===== src/hdl/rau_pkg.sv =====
// ----------------------------------------------------------------------------
// rau_pkg
// Types, codes and helpers shared by the rational arithmetic unit.
// ----------------------------------------------------------------------------
package rau_pkg;

  localparam int WORD_BITS = 32;
  localparam int PROD_BITS = 2 * WORD_BITS;
  localparam int SHIFT_BITS = $clog2(PROD_BITS);
  localparam int CNT_BITS = $clog2(PROD_BITS + 1);

  typedef enum logic [1:0] {
    OP_ADD = 2'd0,
    OP_SUB = 2'd1,
    OP_MUL = 2'd2,
    OP_DIV = 2'd3
  } op_e;

  typedef enum logic [1:0] {
    ST_OK   = 2'd0,
    ST_DIV0 = 2'd1,
    ST_OVF  = 2'd2,
    ST_ZDEN = 2'd3
  } status_e;

  typedef enum logic [3:0] {
    S_IDLE,
    S_MUL0,
    S_MUL1,
    S_MUL2,
    S_SUM,
    S_GST,
    S_GCD,
    S_DVN,
    S_DVD,
    S_DONE
  } state_e;

  typedef struct packed {
    logic                 neg;
    logic [WORD_BITS-1:0] mag;
  } smag_t;

  typedef struct packed {
    logic                 neg;
    logic [PROD_BITS-1:0] mag;
  } smag_w_t;

  // two's complement word to sign-magnitude, zero is positive
  function automatic smag_t to_smag(logic [WORD_BITS-1:0] v);
    smag_t r;
    r.neg = v[WORD_BITS-1];
    r.mag = r.neg ? (~v + WORD_BITS'(1)) : v;
    return r;
  endfunction

  // signed-magnitude add, magnitudes stay below 2^(PROD_BITS-1) + 1
  function automatic smag_w_t sadd(smag_w_t x, smag_w_t y);
    smag_w_t r;
    if (x.neg == y.neg) begin
      r.mag = x.mag + y.mag;
      r.neg = x.neg;
    end else if (x.mag >= y.mag) begin
      r.mag = x.mag - y.mag;
      r.neg = x.neg;
    end else begin
      r.mag = y.mag - x.mag;
      r.neg = y.neg;
    end
    if (r.mag == '0) r.neg = 1'b0;
    return r;
  endfunction

endpackage


===== src/hdl/rau_gcd.sv =====
// ----------------------------------------------------------------------------
// rau_gcd
// Binary gcd of two nonzero double-width magnitudes, one step per cycle.
// ----------------------------------------------------------------------------
module rau_gcd import rau_pkg::*; (
  input  logic                 clk_i,
  input  logic                 rst_ni,
  input  logic                 start_i,
  input  logic [PROD_BITS-1:0] a_i,
  input  logic [PROD_BITS-1:0] b_i,
  output logic                 done_o,
  output logic [PROD_BITS-1:0] gcd_o
);

  logic                  run_q, run_d, done_q, done_d;
  logic [PROD_BITS-1:0]  x_q, x_d, y_q, y_d, g_q, g_d;
  logic [SHIFT_BITS-1:0] k_q, k_d;
  logic [PROD_BITS:0]    diff;

  // shared subtract and compare
  assign diff = {1'b0, x_q} - {1'b0, y_q};

  always_comb begin
    run_d  = run_q;
    done_d = 1'b0;
    x_d    = x_q;
    y_d    = y_q;
    k_d    = k_q;
    g_d    = g_q;
    if (start_i) begin
      run_d = 1'b1;
      x_d   = a_i;
      y_d   = b_i;
      k_d   = '0;
    end else if (run_q) begin
      priority if (x_q == '0) begin
        g_d    = y_q << k_q;
        run_d  = 1'b0;
        done_d = 1'b1;
      end else if (!x_q[0] && !y_q[0]) begin
        x_d = x_q >> 1;
        y_d = y_q >> 1;
        k_d = k_q + SHIFT_BITS'(1);
      end else if (!x_q[0]) begin
        x_d = x_q >> 1;
      end else if (!y_q[0]) begin
        y_d = y_q >> 1;
      end else if (!diff[PROD_BITS]) begin
        x_d = diff[PROD_BITS-1:0];
      end else begin
        y_d = ~diff[PROD_BITS-1:0] + PROD_BITS'(1);
      end
    end
  end

  always_ff @(posedge clk_i or negedge rst_ni) begin
    if (!rst_ni) begin
      run_q  <= 1'b0;
      done_q <= 1'b0;
    end else begin
      run_q  <= run_d;
      done_q <= done_d;
    end
  end

  always_ff @(posedge clk_i) begin
    x_q <= x_d;
    y_q <= y_d;
    k_q <= k_d;
    g_q <= g_d;
  end

  assign done_o = done_q;
  assign gcd_o  = g_q;

endmodule


===== config.mk =====
export PLATFORM = sky130hd
export DESIGN_NAME = rau_gcd
export DESIGN_NICKNAME = d
export VERILOG_FILES = /design/src/hdl/rau_pkg.sv /design/src/hdl/rau_gcd.sv
export SDC_FILE = /design/constraint.sdc
export NUM_CORES = 1
export LEC_CHECK = 0
export BUFFER_PORTS_ARGS = -buffer_cell sky130_fd_sc_hd__buf_4
export CAP_MARGIN = 10
export CORE_ASPECT_RATIO = 0.8
export CORE_UTILIZATION = 55
export DETAILED_ROUTE_END_ITERATION = 8
export HOLD_SLACK_MARGIN = 0.1
export PLACE_DENSITY = 0.78
export SETUP_SLACK_MARGIN = 0.3
export SLEW_MARGIN = 30
export SYNTH_ARGS = -nofsm -noshare
export SYNTH_HDL_FRONTEND = slang
export SYNTH_SLANG_ARGS = --single-unit

===== constraint.sdc =====
create_clock -name clk_i -period 8.6 [get_ports clk_i]
set_input_delay 0 -clock clk_i [delete_from_list [all_inputs] [get_ports clk_i]]
set_output_delay 0 -clock clk_i [all_outputs]
set_load 0.1 [all_outputs]

* Word-level counts from Yosys, hierarchy flattened
Cells that the tools add are included.
Storage, ports and cells: logic and storage cells 51, output and inout port bits 65, input bits 131, bits in registers 200
Cells by class: bitwise logic cells 3, reduce and logical (&&, ||, !) cells 12, equal/unequal tests 4, mux-type cells 20, $add $sub $neg 3, shifts and indexed selects 1
Operators with widths (count):
- $mux 64 | 14
- $sub 64x64->65 | 1
- $add 64x1->64 const B | 1
- $logic_not 64->1 | 1
- $not 64->64 | 1
- $shl 64x6->64 | 1
- $reduce_and 3->1 | 3
- $ne 4x2->1 const B | 2
- $reduce_and 4->1 | 2
- $add 6x1->6 const B | 1
- $mux 1 | 6
- $ne 4x3->1 const B | 1
- $reduce_bool 3->1 | 1
- $logic_not 1->1 | 2
- $ne 2x2->1 const B | 1
- $not 1->1 | 2
- $reduce_and 2->1 | 1
- $reduce_bool 2->1 | 1
- $logic_and 1x1->1 | 1

* Logic depth before layout (Yosys ltp)
depth after elaboration 10, mapped depth 17, mapped depth without buffers 15

* Worst setup path before layout
No wires, ideal clock.
path kind reg2reg, start point reg y_q[21], end point reg y_q[10], enable pin, slack 0.642 ns, arrival 7.378 ns, stages on the path, launching flop included 14, clock period less this slack 7.958 ns, setup time 0.580 ns, required time 8.020 ns, path buffers 2, cell sequence edfxtp_1 inv_1 ha_1 clkbuf_1 a211oi_1 o211ai_1 a21boi_0 o21ai_0 nor3b_1 o31a_1 nor2_1 o31a_1 clkbuf_1 a21boi_0
On the way: longest elaborated chain between the ends 3
Ends and longest elaborated chain:
- from (decl) | RTL line rau_gcd.sv:16 | logic [PROD_BITS-1:0] x_q, x_d, y_q, y_d, g_q, g_d;
- from (signal assigned) | RTL line rau_gcd.sv:68 | y_q <= y_d;
- $sub 64x64->65 | RTL line rau_gcd.sv:21 | assign diff = {1'b0, x_q} - {1'b0, y_q};
- $ne 4x2->1 (no line)
- $reduce_and 4->1 (no line)
Every way passes these cells. A chain may end at the register's enable or synchronous reset.

* Final worst setup path
start point reg y_q[31], end point reg y_q[52], data pin
On the way: longest elaborated chain between the ends 10
Ends and longest elaborated chain:
- $sub 64x64->65 | RTL line rau_gcd.sv:21
- $not 64->64 | RTL line rau_gcd.sv:51 | y_d = ~diff[PROD_BITS-1:0] + PROD_BITS'(1);
- $add 64x1->64 | RTL line rau_gcd.sv:51
- $mux 64 | RTL line rau_gcd.sv:48 | end else if (!diff[PROD_BITS]) begin
- $mux 64 | RTL line rau_gcd.sv:46 | end else if (!y_q[0]) begin
- $mux 64 | RTL line rau_gcd.sv:44 | end else if (!x_q[0]) begin
- $mux 64 | RTL line rau_gcd.sv:40 | end else if (!x_q[0] && !y_q[0]) begin
- $mux 64 | RTL line rau_gcd.sv:36 | priority if (x_q == '0) begin
- $mux 64 | RTL line rau_gcd.sv:35 | end else if (run_q) begin
- $mux 64 | RTL line rau_gcd.sv:30 | if (start_i) begin
- named net y_d[52] | RTL line rau_gcd.sv:16
The timed path passes the listed nets, and every way through them passes these cells. The select of a mux whose other input is x is not followed.

==> results.yml <==
routing:
  drt-total-wl_um: 72400
  dr.pass1.iters: 6
  drt_iter0_drc: 2588
  wl_per_cell_um: 24.2
  via_per_inst: 6.71
  drcViolationCount: 0
  via_count: 20100
  antenna_left: 0
finish:
  syn_to_final_growth_pct: 20.8
  fin_nets: 2750
  fillers: 2771
  regArea_um2: 5940
  drive_gt1_share_pct: 13.4
  multiInputGateArea_um2: 11900
floorplanning:
  die_h_um: 167
  initial_core_util_pct: 55.9
  die_w_um: 209
  coreArea_um2: 33600
  io_pins: 196
  rows: 60
  dieArea_um2: 34900
yosys:
  synth_top_family_by_area: "compound AO/OA/AOI/OAI gates"
  syn-mean-instance-area_um2: 8.13
  yosys_warnings: 0
  yosysTopAreaCellShare_pct: 30.7
  muxShareOfSynthArea_pct: 8.75
  syn_inst: 2313
  syn_area_um2: 18800
  yosysTopAreaCell: "edfxtp_1"
  synth.area.top_cells: "edfxtp_1, nand2_1, mux4_2"
  synth-seq-cells: 200
  async_flop_share_pct: 1.00
  synth-simple-area-share_pct: 22.8
  synth-compound-area-share_pct: 22.9
  ys_seq_area_share_pct: 31.6
  synth-xor-area-share_pct: 4.15
  syn_nets: 2513
  synth_cell_types: 92
  synth_edf_count: 192
  synth_fa_ha_area_share_pct: 4.63
  yosys_most_used_dff: "edfxtp_1"
worst_setup_path:
  start_kind: "register"
  r2r_cells: 14
  crit_fanout: 15
  crit_chain: "inv_1 -> ha_1 -> nand4_1 -> or3_1 -> a2111oi_1 -> a211o_1 -> nor2_1 -> o211ai_1 -> o211ai_1 -> nor3_2 -> nand4_1 -> nor3_1 -> xor2_1 -> o221ai_1"
  cp_slowest_stage_delay_ps: 680
  worstPathArrival_ps: 5890
  crit_type: "reg2reg"
  crit_slowest_cell: "nand4_1"
  endpoint: "y_q[52]"
  r2r-end: "y_q[52]"
  rrSetupSlack_ps: 2880
  crit_path_end_kind: "register"
  rr_startpoint: "y_q[31]"
  cp_data_required_time_ps: 8770
  startpoint: "y_q[31]"
sta:
  slew_violations: 0
  finClkSkew_ps: 16.2
  post-route-period-util_pct: 66.5
  fmax_ghz: 0.175
  tightest_slew_ps: 999
  period_needed_ps: 5720
  final-hold-violation-count: 0
  setup-tns-final_ps: 0
  relSlewSlack_pct: 33.2
  rsz0062_at_grt: "false"
  setup_viol: 0
run:
  max_cap_violations: 0
clock_tree:
  clk_path_buf_depth: 2
  clock_sinks: 200
  root_buffer: "clkbuf_16"
  cts-resized-gates: 0
  cts_setup_buffers: 0
  h-tree-depth: 4
  clk_pin_slew_worst_paths_ps: 90
  cts_buffers: 17
  cts_tree: "built"
  insertion_delay_ps: 470
  hold_buffers: 165
grt:
  grt_use_total_pct: 41.1
  antenna_found_initial: 3
  grt-ovfl-total: 0
  grt_pass1_wl_um: 110000
  grt_max_degree: 106
  grt_pass1_vias: 19000
run_status:
  status: "finished clean"
placed_design:
  gp_congestion: 1.00
  portBuffers: 195
  dpl.hpwl_um: 52800
hold_path:
  min_path_type: "in2reg"
[sequential cells by signal (all words and copies together) (netlist names)]
register / count
done_o: 1
gcd_o: 64
k_q: 6
run_q: 1
x_q: 64
y_q: 64
[synth_stat cells, types with 14 or more instances]
master / n
a211oi_1: 23
a21o_1: 25
a21oi_1: 145
a22oi_1: 58
a31oi_1: 19
and2_1: 21
and3_1: 14
buf_1: 20
clkbuf_1: 129
edfxtp_1: 192
ha_1: 68
inv_1: 87
mux2i_1: 53
mux4_2: 49
nand2_1: 383
nand3_1: 35
nand4_1: 38
nor2_1: 242
nor3_1: 58
nor4_1: 33
o211ai_1: 14
o21a_1: 21
o21ai_0: 189
o21ai_1: 17
o221ai_1: 23
o22ai_1: 17
or3_1: 29
xnor2_1: 50
xor2_1: 39
[metrics by stage]
| step | utilization (%) | worst slack (ps) | std cells | area (um^2) | hold WS (ps) |
|---|---|---|---|---|---|
| CTS | 67.4 | 3020 | 2996 | 22700 | 344 |
| finish | 67.5 | 2880 | 2999 | 22700 | 359 |
| floorplan | - | 642 | 2313 | 18800 | -296 |
| detailed placement | 60.5 | 3050 | 2799 | 20400 | -210 |
| global route | 67.5 | 2650 | 2997 | 22700 | 377 |
| global placement | 60.5 | 3320 | 2799 | 20400 | -213 |
[routing by layer]
layer  part of all wire, %  global-route usage [%]  vias to the layer above
met5                     0                       0                        -
met2                    45                    65.2                     1353
met4                   4.3                    17.6                        0
met3                    11                    8.85                      195
li1                      -                       -                     9057
met1                    39                    54.2                     9512
[kinds of logic (layout without fill, tap and decap cells)]
family,count (synthesis),after routing
AND/OR/NAND/NOR,934,934
AO/OA/AOI/OAI,665,665
buffers and inverters,253,503
flip-flops,200,200
multiplexers,103,103
XOR/XNOR,89,89
adder cells (fa/ha/maj),69,69
other,0,2
[worst max-delay path, delay by kind of cell (launching register included)]
family / cells / cell delay [ps]
compound gates: 5 / 1540
buf+inv: 1 / 110
fa+ha+maj: 1 / 580
xor+xnor: 1 / 190
simple gates: 6 / 2510
flops: 1 / 480
[placed cells by master (no fill, tap or decap), drive strengths merged, types with 35 or more instances in the layout]
| cell type | count |
|---|---|
| inv | 98 |
| nor3 | 59 |
| xor2 | 39 |
| a21oi | 147 |
| mux4 | 49 |
| a22oi | 58 |
| edfxtp | 192 |
| o21ai | 207 |
| nand4 | 39 |
| ha | 68 |
| xnor2 | 50 |
| nor2 | 243 |
| nand2 | 383 |
| nand3 | 35 |
| mux2i | 53 |
| buf | 216 |
| dlygate4sd3 | 165 |
[final cells by class]
cell class                      count  area share (%)
Clock inverter                     15            1.01
Antenna cell                        2          0.0220
Inverter                           90            1.49
Timing Repair Buffer              381            14.5
Tap cell                          434            2.39
Multi-Input combinational cell   1860            52.5
Sequential cell                   200            26.2
Clock buffer                       17            1.87
[how the worst min path moves through the flow]
stage                        from  endpoint  cells past startpoint
final                     a_i[46]   x_q[46]                      4
after global routing      a_i[33]   x_q[33]                      4
after CTS                 a_i[45]   x_q[45]                      4
after detailed placement   rst_ni    done_o                      1
after global placement     rst_ni    done_o                      1
after floorplan            rst_ni    done_o                      0
Power is not shown: default switching activity piles up to over one toggle a cycle in this logic, so the estimate is an artifact.
