[config.mk]
export PLATFORM = sky130hd
export DESIGN_NAME = rau_div
export DESIGN_NICKNAME = d
export VERILOG_FILES = /design/src/hdl/rau_pkg.sv /design/src/hdl/rau_div.sv
export SDC_FILE = /design/constraint.sdc
export NUM_CORES = 1
export LEC_CHECK = 0
export ABC_AREA = 0
export BUFFER_PORTS_ARGS = -buffer_cell sky130_fd_sc_hd__buf_2
export CAP_MARGIN = 25
export CORE_ASPECT_RATIO = 1.1
export CORE_UTILIZATION = 56
export CTS_BUF_LIST = sky130_fd_sc_hd__clkbuf_16
export DETAILED_ROUTE_END_ITERATION = 10
export PLACE_DENSITY_LB_ADDON = 0.25
export SYNTH_ARGS = -nofsm -noshare
export SYNTH_HDL_FRONTEND = slang
export SYNTH_SLANG_ARGS = --single-unit
[constraint.sdc]
create_clock -name clk_i -period 8.6 [get_ports clk_i]
set_input_delay 2.58 -clock clk_i [delete_from_list [all_inputs] [get_ports clk_i]]
set_output_delay 2.58 -clock clk_i [all_outputs]
set_load 0.05 [all_outputs]
[src/hdl/rau_pkg.sv]
// ----------------------------------------------------------------------------
// rau_pkg
// Types, codes and helpers shared by the rational arithmetic unit.
// ----------------------------------------------------------------------------
package rau_pkg;

  localparam int WORD_BITS = 32;
  localparam int PROD_BITS = 2 * WORD_BITS;
  localparam int SHIFT_BITS = $clog2(PROD_BITS);
  localparam int CNT_BITS = $clog2(PROD_BITS + 1);

  typedef enum logic [1:0] {
    OP_ADD = 2'd0,
    OP_SUB = 2'd1,
    OP_MUL = 2'd2,
    OP_DIV = 2'd3
  } op_e;

  typedef enum logic [1:0] {
    ST_OK   = 2'd0,
    ST_DIV0 = 2'd1,
    ST_OVF  = 2'd2,
    ST_ZDEN = 2'd3
  } status_e;

  typedef enum logic [3:0] {
    S_IDLE,
    S_MUL0,
    S_MUL1,
    S_MUL2,
    S_SUM,
    S_GST,
    S_GCD,
    S_DVN,
    S_DVD,
    S_DONE
  } state_e;

  typedef struct packed {
    logic                 neg;
    logic [WORD_BITS-1:0] mag;
  } smag_t;

  typedef struct packed {
    logic                 neg;
    logic [PROD_BITS-1:0] mag;
  } smag_w_t;

  // two's complement word to sign-magnitude, zero is positive
  function automatic smag_t to_smag(logic [WORD_BITS-1:0] v);
    smag_t r;
    r.neg = v[WORD_BITS-1];
    r.mag = r.neg ? (~v + WORD_BITS'(1)) : v;
    return r;
  endfunction

  // signed-magnitude add, magnitudes stay below 2^(PROD_BITS-1) + 1
  function automatic smag_w_t sadd(smag_w_t x, smag_w_t y);
    smag_w_t r;
    if (x.neg == y.neg) begin
      r.mag = x.mag + y.mag;
      r.neg = x.neg;
    end else if (x.mag >= y.mag) begin
      r.mag = x.mag - y.mag;
      r.neg = x.neg;
    end else begin
      r.mag = y.mag - x.mag;
      r.neg = y.neg;
    end
    if (r.mag == '0) r.neg = 1'b0;
    return r;
  endfunction

endpackage

[src/hdl/rau_div.sv]
// ----------------------------------------------------------------------------
// rau_div
// Restoring unsigned divider, one quotient bit per cycle.
// ----------------------------------------------------------------------------
module rau_div import rau_pkg::*; (
  input  logic                 clk_i,
  input  logic                 rst_ni,
  input  logic                 start_i,
  input  logic [PROD_BITS-1:0] dividend_i,
  input  logic [PROD_BITS-1:0] divisor_i,
  output logic                 done_o,
  output logic [PROD_BITS-1:0] quot_o
);

  logic                 run_q, run_d, done_q, done_d;
  logic [CNT_BITS-1:0]  cnt_q, cnt_d;
  logic [PROD_BITS-1:0] rem_q, rem_d, quo_q, quo_d, dvs_q, dvs_d;
  logic [PROD_BITS:0]   shifted;
  logic [PROD_BITS+1:0] diff;

  assign shifted = {rem_q, quo_q[PROD_BITS-1]};
  assign diff    = {1'b0, shifted} - {2'b00, dvs_q};

  always_comb begin
    run_d  = run_q;
    done_d = 1'b0;
    cnt_d  = cnt_q;
    rem_d  = rem_q;
    quo_d  = quo_q;
    dvs_d  = dvs_q;
    if (start_i) begin
      run_d = 1'b1;
      cnt_d = '0;
      rem_d = '0;
      quo_d = dividend_i;
      dvs_d = divisor_i;
    end else if (run_q) begin
      rem_d = diff[PROD_BITS+1] ? shifted[PROD_BITS-1:0] : diff[PROD_BITS-1:0];
      quo_d = {quo_q[PROD_BITS-2:0], ~diff[PROD_BITS+1]};
      cnt_d = cnt_q + CNT_BITS'(1);
      if (cnt_q == CNT_BITS'(PROD_BITS - 1)) begin
        run_d  = 1'b0;
        done_d = 1'b1;
      end
    end
  end

  always_ff @(posedge clk_i or negedge rst_ni) begin
    if (!rst_ni) begin
      run_q  <= 1'b0;
      done_q <= 1'b0;
      cnt_q  <= '0;
    end else begin
      run_q  <= run_d;
      done_q <= done_d;
      cnt_q  <= cnt_d;
    end
  end

  always_ff @(posedge clk_i) begin
    rem_q <= rem_d;
    quo_q <= quo_d;
    dvs_q <= dvs_d;
  end

  assign done_o = done_q;
  assign quot_o = quo_q;

endmodule

After elaboration in Yosys (flattened, before gate mapping)
Index checks and enable logic that the tools add are counted.
- bits in registers: 201
- input bits: 131
- output and inout bits: 65
- word-level logic and storage cells: 22
- $add $sub $neg: 2
- equal/unequal tests: 1
- muxes and demuxes: 11
- bitwise logic cells: 1
- reductions and logical operators: 1
- operators by type and width (operator ; count):
    $mux 64 ; 3
    $sub 65x64->66 ; 1
    $mux 7 ; 2
    $add 7x1->7 const B ; 1
    $eq 7x6->1 const B ; 1
    $mux 1 ; 6
    $reduce_bool 2->1 ; 1
    $not 1->1 ; 1

Depth between registers and ports, before layout
Gate-level depths: netlist (run 1).
- depth after elaboration: 4
- mapped depth: 14
- gate-level depth less buffers: 13

Least setup slack after synthesis (run 1)
No wires, ideal clock.
- kind: in2reg
- from: input start_i
- to: register quo_q[0] (netlist: quot_o[0]) (enable)
- arrival time: 4.278 ns
- slack: 3.905 ns
- stages: 4
- buffers on the path: 2
- cells stage by stage: nor2_1 -> clkbuf_1 -> clkbuf_1 -> inv_1
- cells in the longest elaborated chain, start to end: 1
- RTL lines (what ; line ; RTL):
    start: declaration ; rau_div.sv:8 ; input logic start_i,
    $reduce_bool 2->1 (no source line) ; - ;
    end signal: assignment ; rau_div.sv:62 ; quo_q <= quo_d;
    end: declaration ; rau_div.sv:17 ; logic [PROD_BITS-1:0] rem_q, rem_d, quo_q, quo_d, dvs_q, dvs_d;
Every way passes these cells.
A chain may end at the register's enable or synchronous reset.

Worst setup path in the final report (run 1)
- from: register dvs_q[16]
- to: register quo_q[0] (netlist: quot_o[0]), data pin
- cells in the longest elaborated chain, start to end: 4
- RTL lines (what ; line ; RTL):
    start: declaration ; rau_div.sv:17 ;
    start signal: assignment ; rau_div.sv:63 ; dvs_q <= dvs_d;
    $sub 65x64->66 ; rau_div.sv:22 ; assign diff = {1'b0, shifted} - {2'b00, dvs_q};
    $not 1->1 ; rau_div.sv:39 ; quo_d = {quo_q[PROD_BITS-2:0], ~diff[PROD_BITS+1]};
    $mux 64 ; rau_div.sv:37 ; end else if (run_q) begin
    $mux 64 ; rau_div.sv:31 ; if (start_i) begin
    via quo_d[0] ; rau_div.sv:17 ;
The timed path passes the listed nets, and every way through them passes these cells. The select of a mux whose other input is x is not followed.

==> results of run 1 <==
==> state kept, by name (all words and copies together), names as in the netlist <==
register	cells
cnt_q	7
done_o	1
dvs_q	64
quot_o	64
rem_q	64
run_q	1
==> placed cells by master (no fill, tap or decap), types with 7 or more instances in the layout <==
cell,Yosys,final
nand4_1,37,37
xor2_1,30,30
o21a_1,13,13
o21ai_0,77,77
clkbuf_16,0,23
nand2b_1,8,8
a21oi_1,85,85
dfrtp_1,9,8
nand3_1,50,49
nor2_1,97,97
nor2b_1,8,8
dfxtp_1,64,64
edfxtp_1,128,128
buf_4,6,10
inv_1,81,84
buf_2,6,194
o21bai_1,12,12
nand2_1,90,90
xnor2_1,29,29
nor3_1,22,21
a211oi_1,11,11
and2_1,10,10
a311oi_1,39,39
a41oi_1,7,7
nor4_1,7,7
ha_1,65,65
o211ai_1,22,22
o31ai_1,12,12
a31oi_1,16,16
mux2_2,65,65
a21o_1,31,31
==> worst max-delay path, cell delays in order (launching register included) <==
cell	delay [ns]
edfxtp_1	0.33
inv_1	0.04
ha_1	0.36
a21oi_1	0.23
o21ai_1	0.13
nor4_1	0.24
nand3_1	0.17
a31oi_1	0.52
o211ai_1	0.23
nand3_2	0.45
buf_4	0.55
nand2_1	0.32
mux2_2	0.34
==> cell families (layout without fill, tap and decap cells) <==
logic type,Yosys count,after routing,synth area share [%]
adders and majority gates,66,66,6.808
buffers and inverters,162,326,5.357
DFF,201,201,43.71
muxes,68,68,6.226
AOI/OAI and AO/OA,363,363,19.90
and+or+nand+nor,355,355,13.77
xor gates and xnor gates,59,59,4.222
==> cell type report <==
cell class,instances,area [um2]
inverter,81,304.0
clock inverter,17,110.1
clock buffer,23,575.6
timing repair buffer,205,1057
multi-input combinational,911,6246
sequential,201,5351
fill,1781,7363
tap,290,362.8
==> layer usage <==
metal	global-route usage [%]	share of wire [%]
met1	36.25	41
met2	48.99	48
met3	5.902	7.1
met4	11.93	3.6
met5	0	0
==> worst paths after layout <==
check	endpoint	depth (start not counted)	slack (ns)	startpoint
setup / recovery	quot_o[0]	12	4.44	dvs_q[16]
hold / removal	rem_q[24]	2	0.49	rem_q[23]
setup reg to reg	quot_o[0]	12	4.44	dvs_q[16]
hold reg to reg	rem_q[24]	2	0.49	rem_q[23]
max in group asynchronous	run_q	1	6.50	rst_ni
min in group asynchronous	done_o	1	1.91	rst_ni
==> through the flow <==
stage                     power [mW]  cell area, um2
after floorplan                1.407           12240
after global placement         1.514           13320
after detailed placement       1.521           13320
after CTS                      2.425           14010
after global routing           2.490           14010
final                          2.407           14010
==> power groups by stage <==
stage          clock [mW]  combinational, mW  sequential (mW)
2_1_floorplan           0              0.160             1.25
3_3_place_gp            0              0.373             1.14
3_5_place_dp            0              0.379             1.14
4_1_cts             0.919              0.381             1.12
5_1_grt             0.951              0.410             1.13
6_report            0.902              0.382             1.12
==> impl_metrics.py, run 1 <==
metrics = {
    "route": {
        "routed_via_density": 6.045,
        "wl_per_cell_um": 18.63,
        "drtIter0Drc": 781,
        "drtPass1Iterations": 6,
        "drc": 0,
        "vias": 10450,
        "ant_nets": 0,
        "finalWirelength_um": 32190,
    },
    "floorplan": {
        "rows": 56,
        "dieArea_um2": 22450,
        "fp.coreArea_um2": 21370,
        "die_width_um": 143.0,
        "die_y_um": 157.1,
        "start_util_pct": 57.27,
        "ioPinCount": 196,
    },
    "synthesis": {
        "yosysUniqueCellTypes": 68,
        "synth_area_um2": 12240,
        "seq_area_frac_synth_pct": 43.71,
        "postSynthCellCount": 1274,
        "synth_edf_count": 128,
        "synthesis.nets": 1471,
        "avgSynthCellArea_um2": 9.607,
        "synth_most_common_cell": "edfxtp_1",
        "synth_common_cells": "128 x edfxtp_1, 97 x nor2_1, 90 x nand2_1",
        "ys_dominant_reg_cell": "edfxtp_1",
        "netlist_top_cells_area": "edfxtp_1 31%, dfxtp_1 10%, ha_1 6.6%",
        "yosys_register_bits": 201,
        "async_reset_ff_share_pct": 4.478,
        "yosys_warnings": 0,
        "yosysTopAreaCell": "edfxtp_1",
        "synth.top_cell.area_share_pct": 31.40,
    },
    "timing": {
        "maxSlewViolCount": 0,
        "worstMarginPinSlew_ns": 0.9413,
        "timing.hold.ws_ns": 0.4942,
        "fin_skew_ns": 0.01482,
        "final.min_clock_period_ns": 4.157,
        "finalSetupViolations": 0,
        "setup_tns_ns": 0,
        "setup_ws_ns": 4.443,
        "timing.fmax_mhz": 240.6,
        "slew_headroom_pct": 35.63,
        "rsz0062_at_grt": "false",
        "period_share_pct": 48.34,
        "finalHoldViolCount": 0,
    },
    "job": {
        "max-cap-violations": 0,
    },
    "setup_path": {
        "critical_path_class": "register to register",
        "crit_required_ns": 8.87,
        "cp.arrival_ns": 4.42,
        "crit_path_max_fanout": 43,
        "start_kind": "register",
        "end_kind": "register",
    },
    "place": {
        "hpwl_um": 22680,
        "port_buffers": 195,
        "dp.cells": 1688,
        "pre_cts_ws_ns": 4.103,
        "gp_congestion": 0.9594,
    },
    "power": {
        "switching_power_mw": 0.6744,
        "ir_drop_mv": 0.2325,
        "switching_share_pct": 28.02,
        "p_comb_share_pct": 15.9,
        "power.internal_mw": 1.732,
        "power_density_nw_per_um2": 171.8,
        "cellLeakagePower_nw": 5.972,
        "clkPwrFrac_pct": 37.5,
        "seqPwrFrac_pct": 46.7,
    },
    "grt": {
        "grt.overflow.total": 0,
        "grt_pass1_vias": 10200,
        "grt_start_max_net_pins": 73,
        "track_usage_pct": 29.06,
        "grt_pass1_wl_um": 51600,
        "grt_antenna_before_repair": 0,
    },
    "clocking": {
        "cts_setup_buffers": 0,
        "htree_levels": 1,
        "clkLatencyLatePin_ns": 0.52,
        "path_clk_slew_ns": 0.06,
        "holdBufCountCts": 0,
        "cts_tree": "yes",
        "cts_buffers": 22,
        "cts_resized": 0,
        "cts_max_path_buffers": 3,
        "cts_sinks": 201,
        "clockRootBuffer": "clkbuf_16",
    },
    "hold_path": {
        "hold_class": "register to register",
    },
    "cells_and_area": {
        "nNetsFinal": 1619,
        "drive_above_1_share_pct": 22.18,
        "final_util_pct": 65.54,
        "n_antenna_cell": 0,
        "area_growth_pct": 14.45,
        "fin_cells": 1728,
    },
    "run_status": {
        "status": "complete, no violations",
    },
}
Note: power is estimated with default switching activity, not from simulation.
==> inputs of run 2 (changes only) <==
==> constraint.sdc (replaced) <==
create_clock -name clk_i -period 4.3 [get_ports clk_i]
set_input_delay 1.29 -clock clk_i [delete_from_list [all_inputs] [get_ports clk_i]]
set_output_delay 1.29 -clock clk_i [all_outputs]
set_load 0.05 [all_outputs]
==> impl_metrics.py, run 2 (synthesis results as in run 1) <==
metrics = {
    "run_status": {
        "status": "complete, no violations",
    },
    "setup_path": {
        "crit_path_max_fanout": 11,
        "critical_path_class": "register to register",
        "end_kind": "register",
        "start_kind": "register",
        "crit_required_ns": 4.65,
        "cp.arrival_ns": 4.06,
    },
    "grt": {
        "grt.overflow.total": 0,
        "grt_start_max_net_pins": 75,
        "grt_pass1_vias": 10570,
        "grt_pass1_wl_um": 52990,
        "track_usage_pct": 29.80,
        "grt_antenna_before_repair": 0,
    },
    "place": {
        "hpwl_um": 23660,
        "gp_congestion": 0.9250,
        "port_buffers": 195,
    },
    "cells_and_area": {
        "drive_above_1_share_pct": 22.31,
        "final_util_pct": 65.89,
        "nNetsFinal": 1629,
        "area_growth_pct": 15.05,
        "fill_cells": 1803,
        "final_cell_mix": "194 x buf_2, 128 x edfxtp_1, 97 x nor2_1",
        "final_common_cell": "buf_2",
        "n_antenna_cell": 0,
    },
    "clocking": {
        "cts_setup_buffers": 0,
        "path_clk_slew_ns": 0.06,
        "holdBufCountCts": 0,
        "clkLatencyLatePin_ns": 0.51,
        "cts_sinks": 201,
        "cts_max_path_buffers": 3,
        "cts_resized": 0,
        "cts_buffers": 23,
        "clockRootBuffer": "clkbuf_16",
        "htree_levels": 1,
        "cts_tree": "yes",
    },
    "timing": {
        "setup_tns_ns": 0,
        "period_share_pct": 86.13,
        "finalSetupViolations": 0,
        "fin_skew_ns": 0.01357,
        "timing.fmax_mhz": 270.0,
        "maxSlewViolCount": 0,
        "final.min_clock_period_ns": 3.703,
        "rsz0062_at_grt": "false",
        "slew_headroom_pct": 41.29,
        "worstMarginPinSlew_ns": 0.8740,
        "finalHoldViolCount": 0,
    },
    "route": {
        "drc": 0,
        "vias": 10600,
        "routed_via_density": 6.097,
        "drtIter0Drc": 929,
        "drtPass1Iterations": 7,
        "ant_nets": 0,
        "wl_per_cell_um": 18.89,
        "finalWirelength_um": 32820,
    },
    "floorplan": {
        "rows": 56,
        "fp.coreArea_um2": 21370,
        "die_y_um": 157.1,
        "die_width_um": 143.0,
        "start_util_pct": 57.27,
        "dieArea_um2": 22450,
        "ioPinCount": 196,
    },
    "job": {
        "max-cap-violations": 0,
    },
    "power": {
        "ir_drop_mv": 0.2897,
        "power_density_nw_per_um2": 341.8,
        "cellLeakagePower_nw": 6.022,
    },
    "hold_path": {
        "hold_class": "register to register",
    },
}
[run 2: cell types whose count changed in the layout (fill, tap and decap cells not counted), sizes merged]
cell	delta
buf	+9
clkinv	-2
inv	+3
[run 2: final cells by class]
cell class	count	area (um2)	area share, %
Multi-Input combinational cell	911	6245	44.35
Sequential cell	201	5351	38.00
Timing Repair Buffer	214	1137	8.077
Clock buffer	23	575.6	4.087
Tap cell	290	362.8	2.577
Inverter	81	304.0	2.159
Clock inverter	18	105.1	0.7464
[run 2: critical path, stage by stage, from the launching register on]
cell and delay [ns]:
edfxtp_1 0.32, inv_1 0.04, ha_1 0.37, a21oi_1 0.24, o21ai_1 0.14, nor4_1 0.24
nand3_1 0.17, a31oi_1 0.55, o211ai_1 0.22, and3_1 0.34, o21ai_1 0.70, o21ai_0 0.22
[run 2: path summary, 6_finish.rpt]
kind	cells past startpoint	slack, ns	to	from
min	2	0.49	rem_q[7]	rem_q[7]
min in group asynchronous	1	0.63	cnt_q[6]	rst_ni
max	11	0.60	rem_q[56]	dvs_q[16]
min reg2reg	2	0.49	rem_q[7]	rem_q[7]
max in group asynchronous	1	3.48	run_q	rst_ni
max reg2reg	11	0.60	rem_q[56]	dvs_q[16]
[run 2: metal layers]
metal,wire length (um),GRT usage (%),part of all wire (%),up-vias
met5,0,0,0,-
met4,1057,11.98,3.2,0
met3,2558,5.872,7.8,81
met2,15890,51.34,48,472
met1,13320,36.43,41,4982
li1,-,-,-,5062
[run 2: per-stage QoR]
step | setup WS, ns | total power [mW] | area, um2 | hold WS (ns) | cells
after global placement | 0.7804 | 3.031 | 13400 | 0.4701 | 1697
final | 0.5966 | 4.813 | 14080 | 0.4927 | 1738
after floorplan | 0.8946 | 2.815 | 12240 | 0.4525 | 1274
after CTS | 0.6840 | 4.848 | 14080 | 0.4904 | 1738
after detailed placement | 0.7361 | 3.046 | 13400 | 0.4744 | 1697
after global routing | 0.2480 | 4.984 | 14080 | 0.5196 | 1738
[run 2: where the power goes]
part	internal (mW)	switching [mW]
sequential	2.19	0.0541
combinational	0.251	0.520
clock	1.03	0.776
total	3.46	1.35
==> inputs of run 3 (changes only) <==
--- a/config.mk
+++ b/config.mk
@@ -8,9 +8,12 @@
 export ABC_AREA = 0
 export BUFFER_PORTS_ARGS = -buffer_cell sky130_fd_sc_hd__buf_2
 export CAP_MARGIN = 25
+export CELL_PAD_IN_SITES_DETAIL_PLACEMENT = 1
+export CELL_PAD_IN_SITES_GLOBAL_PLACEMENT = 1
 export CORE_ASPECT_RATIO = 1.1
-export CORE_UTILIZATION = 56
+export CORE_UTILIZATION = 44
 export CTS_BUF_LIST = sky130_fd_sc_hd__clkbuf_16
+export CTS_CLUSTER_SIZE = 8
 export DETAILED_ROUTE_END_ITERATION = 10
 export PLACE_DENSITY_LB_ADDON = 0.25
 export SYNTH_ARGS = -nofsm -noshare
==> impl_metrics.py, run 3 (synthesis results as in run 1) <==
metrics = {
    "run_status": {
        "status": "complete, no violations",
    },
    "clocking": {
        "cts_max_path_buffers": 3,
        "cts_setup_buffers": 0,
        "holdBufCountCts": 0,
        "clockRootBuffer": "clkbuf_16",
        "cts_buffers": 29,
        "path_clk_slew_ns": 0.06,
        "cts_resized": 0,
        "clkLatencyLatePin_ns": 0.55,
        "cts_tree": "yes",
        "cts_sinks": 201,
        "htree_levels": 1,
    },
    "route": {
        "routed_via_density": 5.892,
        "drc": 0,
        "drtIter0Drc": 614,
        "vias": 10700,
        "wl_per_cell_um": 21.11,
        "ant_nets": 0,
        "drtPass1Iterations": 5,
        "finalWirelength_um": 38340,
    },
    "grt": {
        "grt_util_met2_pct": 48.11,
        "grtUsageMet3_pct": 5.272,
        "track_usage_pct": 26.85,
        "grtUsageMet1_pct": 32.28,
        "grt.overflow.total": 0,
        "grt_start_max_net_pins": 88,
        "grt_pass1_vias": 11370,
        "busiest_layer": "met2",
        "grt_pass1_wl_um": 61420,
        "grt_antenna_before_repair": 1,
    },
    "floorplan": {
        "die_y_um": 176.9,
        "ioPinCount": 196,
        "start_util_pct": 45.14,
        "dieArea_um2": 28490,
        "die_width_um": 161.0,
        "rows": 63,
        "fp.coreArea_um2": 27120,
    },
    "setup_path": {
        "critPathMostFrequentCell": "o211ai_1",
        "ff2ff_path_depth": 13,
        "start_kind": "register",
        "critPathMaxStageDelay_ns": 0.42,
        "critical_path_class": "register to register",
        "crit_path_max_fanout": 5,
        "end_kind": "register",
        "cp_slowest_cell": "edfxtp_1",
        "cp.arrival_ns": 4.06,
        "critPathTopFamily": "compound AO/OA/AOI/OAI gates",
        "cp_num_buf_inv": 2,
        "path_cells": "inv_1 -> ha_1 -> inv_1 -> fa_1 -> a211oi_1 -> o211ai_1 -> a221oi_2 -> a2111oi_0 -> o211ai_1 -> nand2_1 -> mux2i_1 -> o211ai_1 -> a311oi_1",
        "crit_required_ns": 4.74,
        "worst-path-stages": 13,
    },
    "hold_path": {
        "hold_class": "register to register",
        "holdPathStages": 2,
    },
    "timing": {
        "maxSlewViolCount": 0,
        "period_share_pct": 84.12,
        "timing.fmax_mhz": 276.4,
        "finalHoldViolCount": 0,
        "final.min_clock_period_ns": 3.617,
        "setup_tns_ns": 0,
        "fin_skew_ns": 0.02173,
        "rsz0062_at_grt": "false",
        "setup_ws_ns": 0.6827,
        "slew_headroom_pct": 39.48,
        "worstMarginPinSlew_ns": 0.9078,
        "timing.hold.ws_ns": 0.4848,
        "finalSetupViolations": 0,
    },
    "place": {
        "port_buffers": 195,
        "dp.cells": 1763,
        "placed_area_um2": 13480,
        "hpwl_um": 27570,
        "pre_cts_ws_ns": 0.6761,
        "gp_congestion": 0.9165,
    },
    "cells_and_area": {
        "final_util_pct": 52.79,
        "fin_area_um2": 14310,
        "fin_cells": 1816,
        "nNetsFinal": 1634,
        "drive_above_1_share_pct": 22.21,
        "n_antenna_cell": 0,
        "fill_cells": 3117,
        "final_cell_mix": "194 x buf_2, 128 x edfxtp_1, 103 x inv_1",
        "final_common_cell": "buf_2",
        "area_growth_pct": 16.95,
    },
    "power": {
        "ir_drop_mv": 0.4153,
        "power_density_nw_per_um2": 358.6,
        "cellLeakagePower_nw": 6.154,
        "design_power_total_mw": 5.133,
    },
    "job": {
        "max-cap-violations": 0,
    },
}
==> run 3: cell types whose count changed in the layout (fill, tap and decap cells not counted) <==
cell and delta:
inv_1 +16, clkinvlp_4 -1, buf_4 -1, clkinv_1 -6, bufinv_16 -1, clkinv_4 -1
clkinv_2 -2, clkbuf_16 +7
==> run 3: worst paths after layout <==
path,end,from,slack (ns)
worst min-delay path,rem_q[52],rem_q[52],0.48
max in group asynchronous,run_q,rst_ni,3.51
worst min register to register,rem_q[52],rem_q[52],0.48
min in group asynchronous,done_o,rst_ni,0.59
worst max register to register,rem_q[50],quot_o[63],0.68
worst max-delay path,rem_q[50],quot_o[63],0.68
==> run 3: per-layer routing <==
metal / vias to the layer above / routed length [um]
li1: 5067 / -
met1: 5235 / 16170
met3: 75 / 2224
met4: 2 / 1066
met5: - / 11
met2: 320 / 18870
==> run 3: power by group <==
group          internal (mW)  switching, mW
Clock                   1.23          0.864
Combinational          0.251          0.536
Sequential              2.19         0.0588
Total                   3.67           1.46
==> run 3: worst reg2reg max path: cells and delay by family, from the launching register on <==
| kind | cells | cell delay [ns] |
|---|---|---|
| compound gates | 7 | 1.93 |
| fa+ha+maj | 2 | 0.58 |
| flops | 1 | 0.42 |
| simple gates | 1 | 0.23 |
| mux | 1 | 0.22 |
| buf+inv | 2 | 0.14 |
==> run 3: final cells by class <==
type                            instances  area, um2  share of cell area [%]
Tap cell                              357      446.7                   3.121
Clock inverter                         23      86.33                  0.6031
Multi-Input combinational cell        911       6245                   43.63
Inverter                               81      304.0                   2.124
Clock buffer                           30      750.7                   5.245
Timing Repair Buffer                  213       1130                   7.893
Sequential cell                       201       5351                   37.39
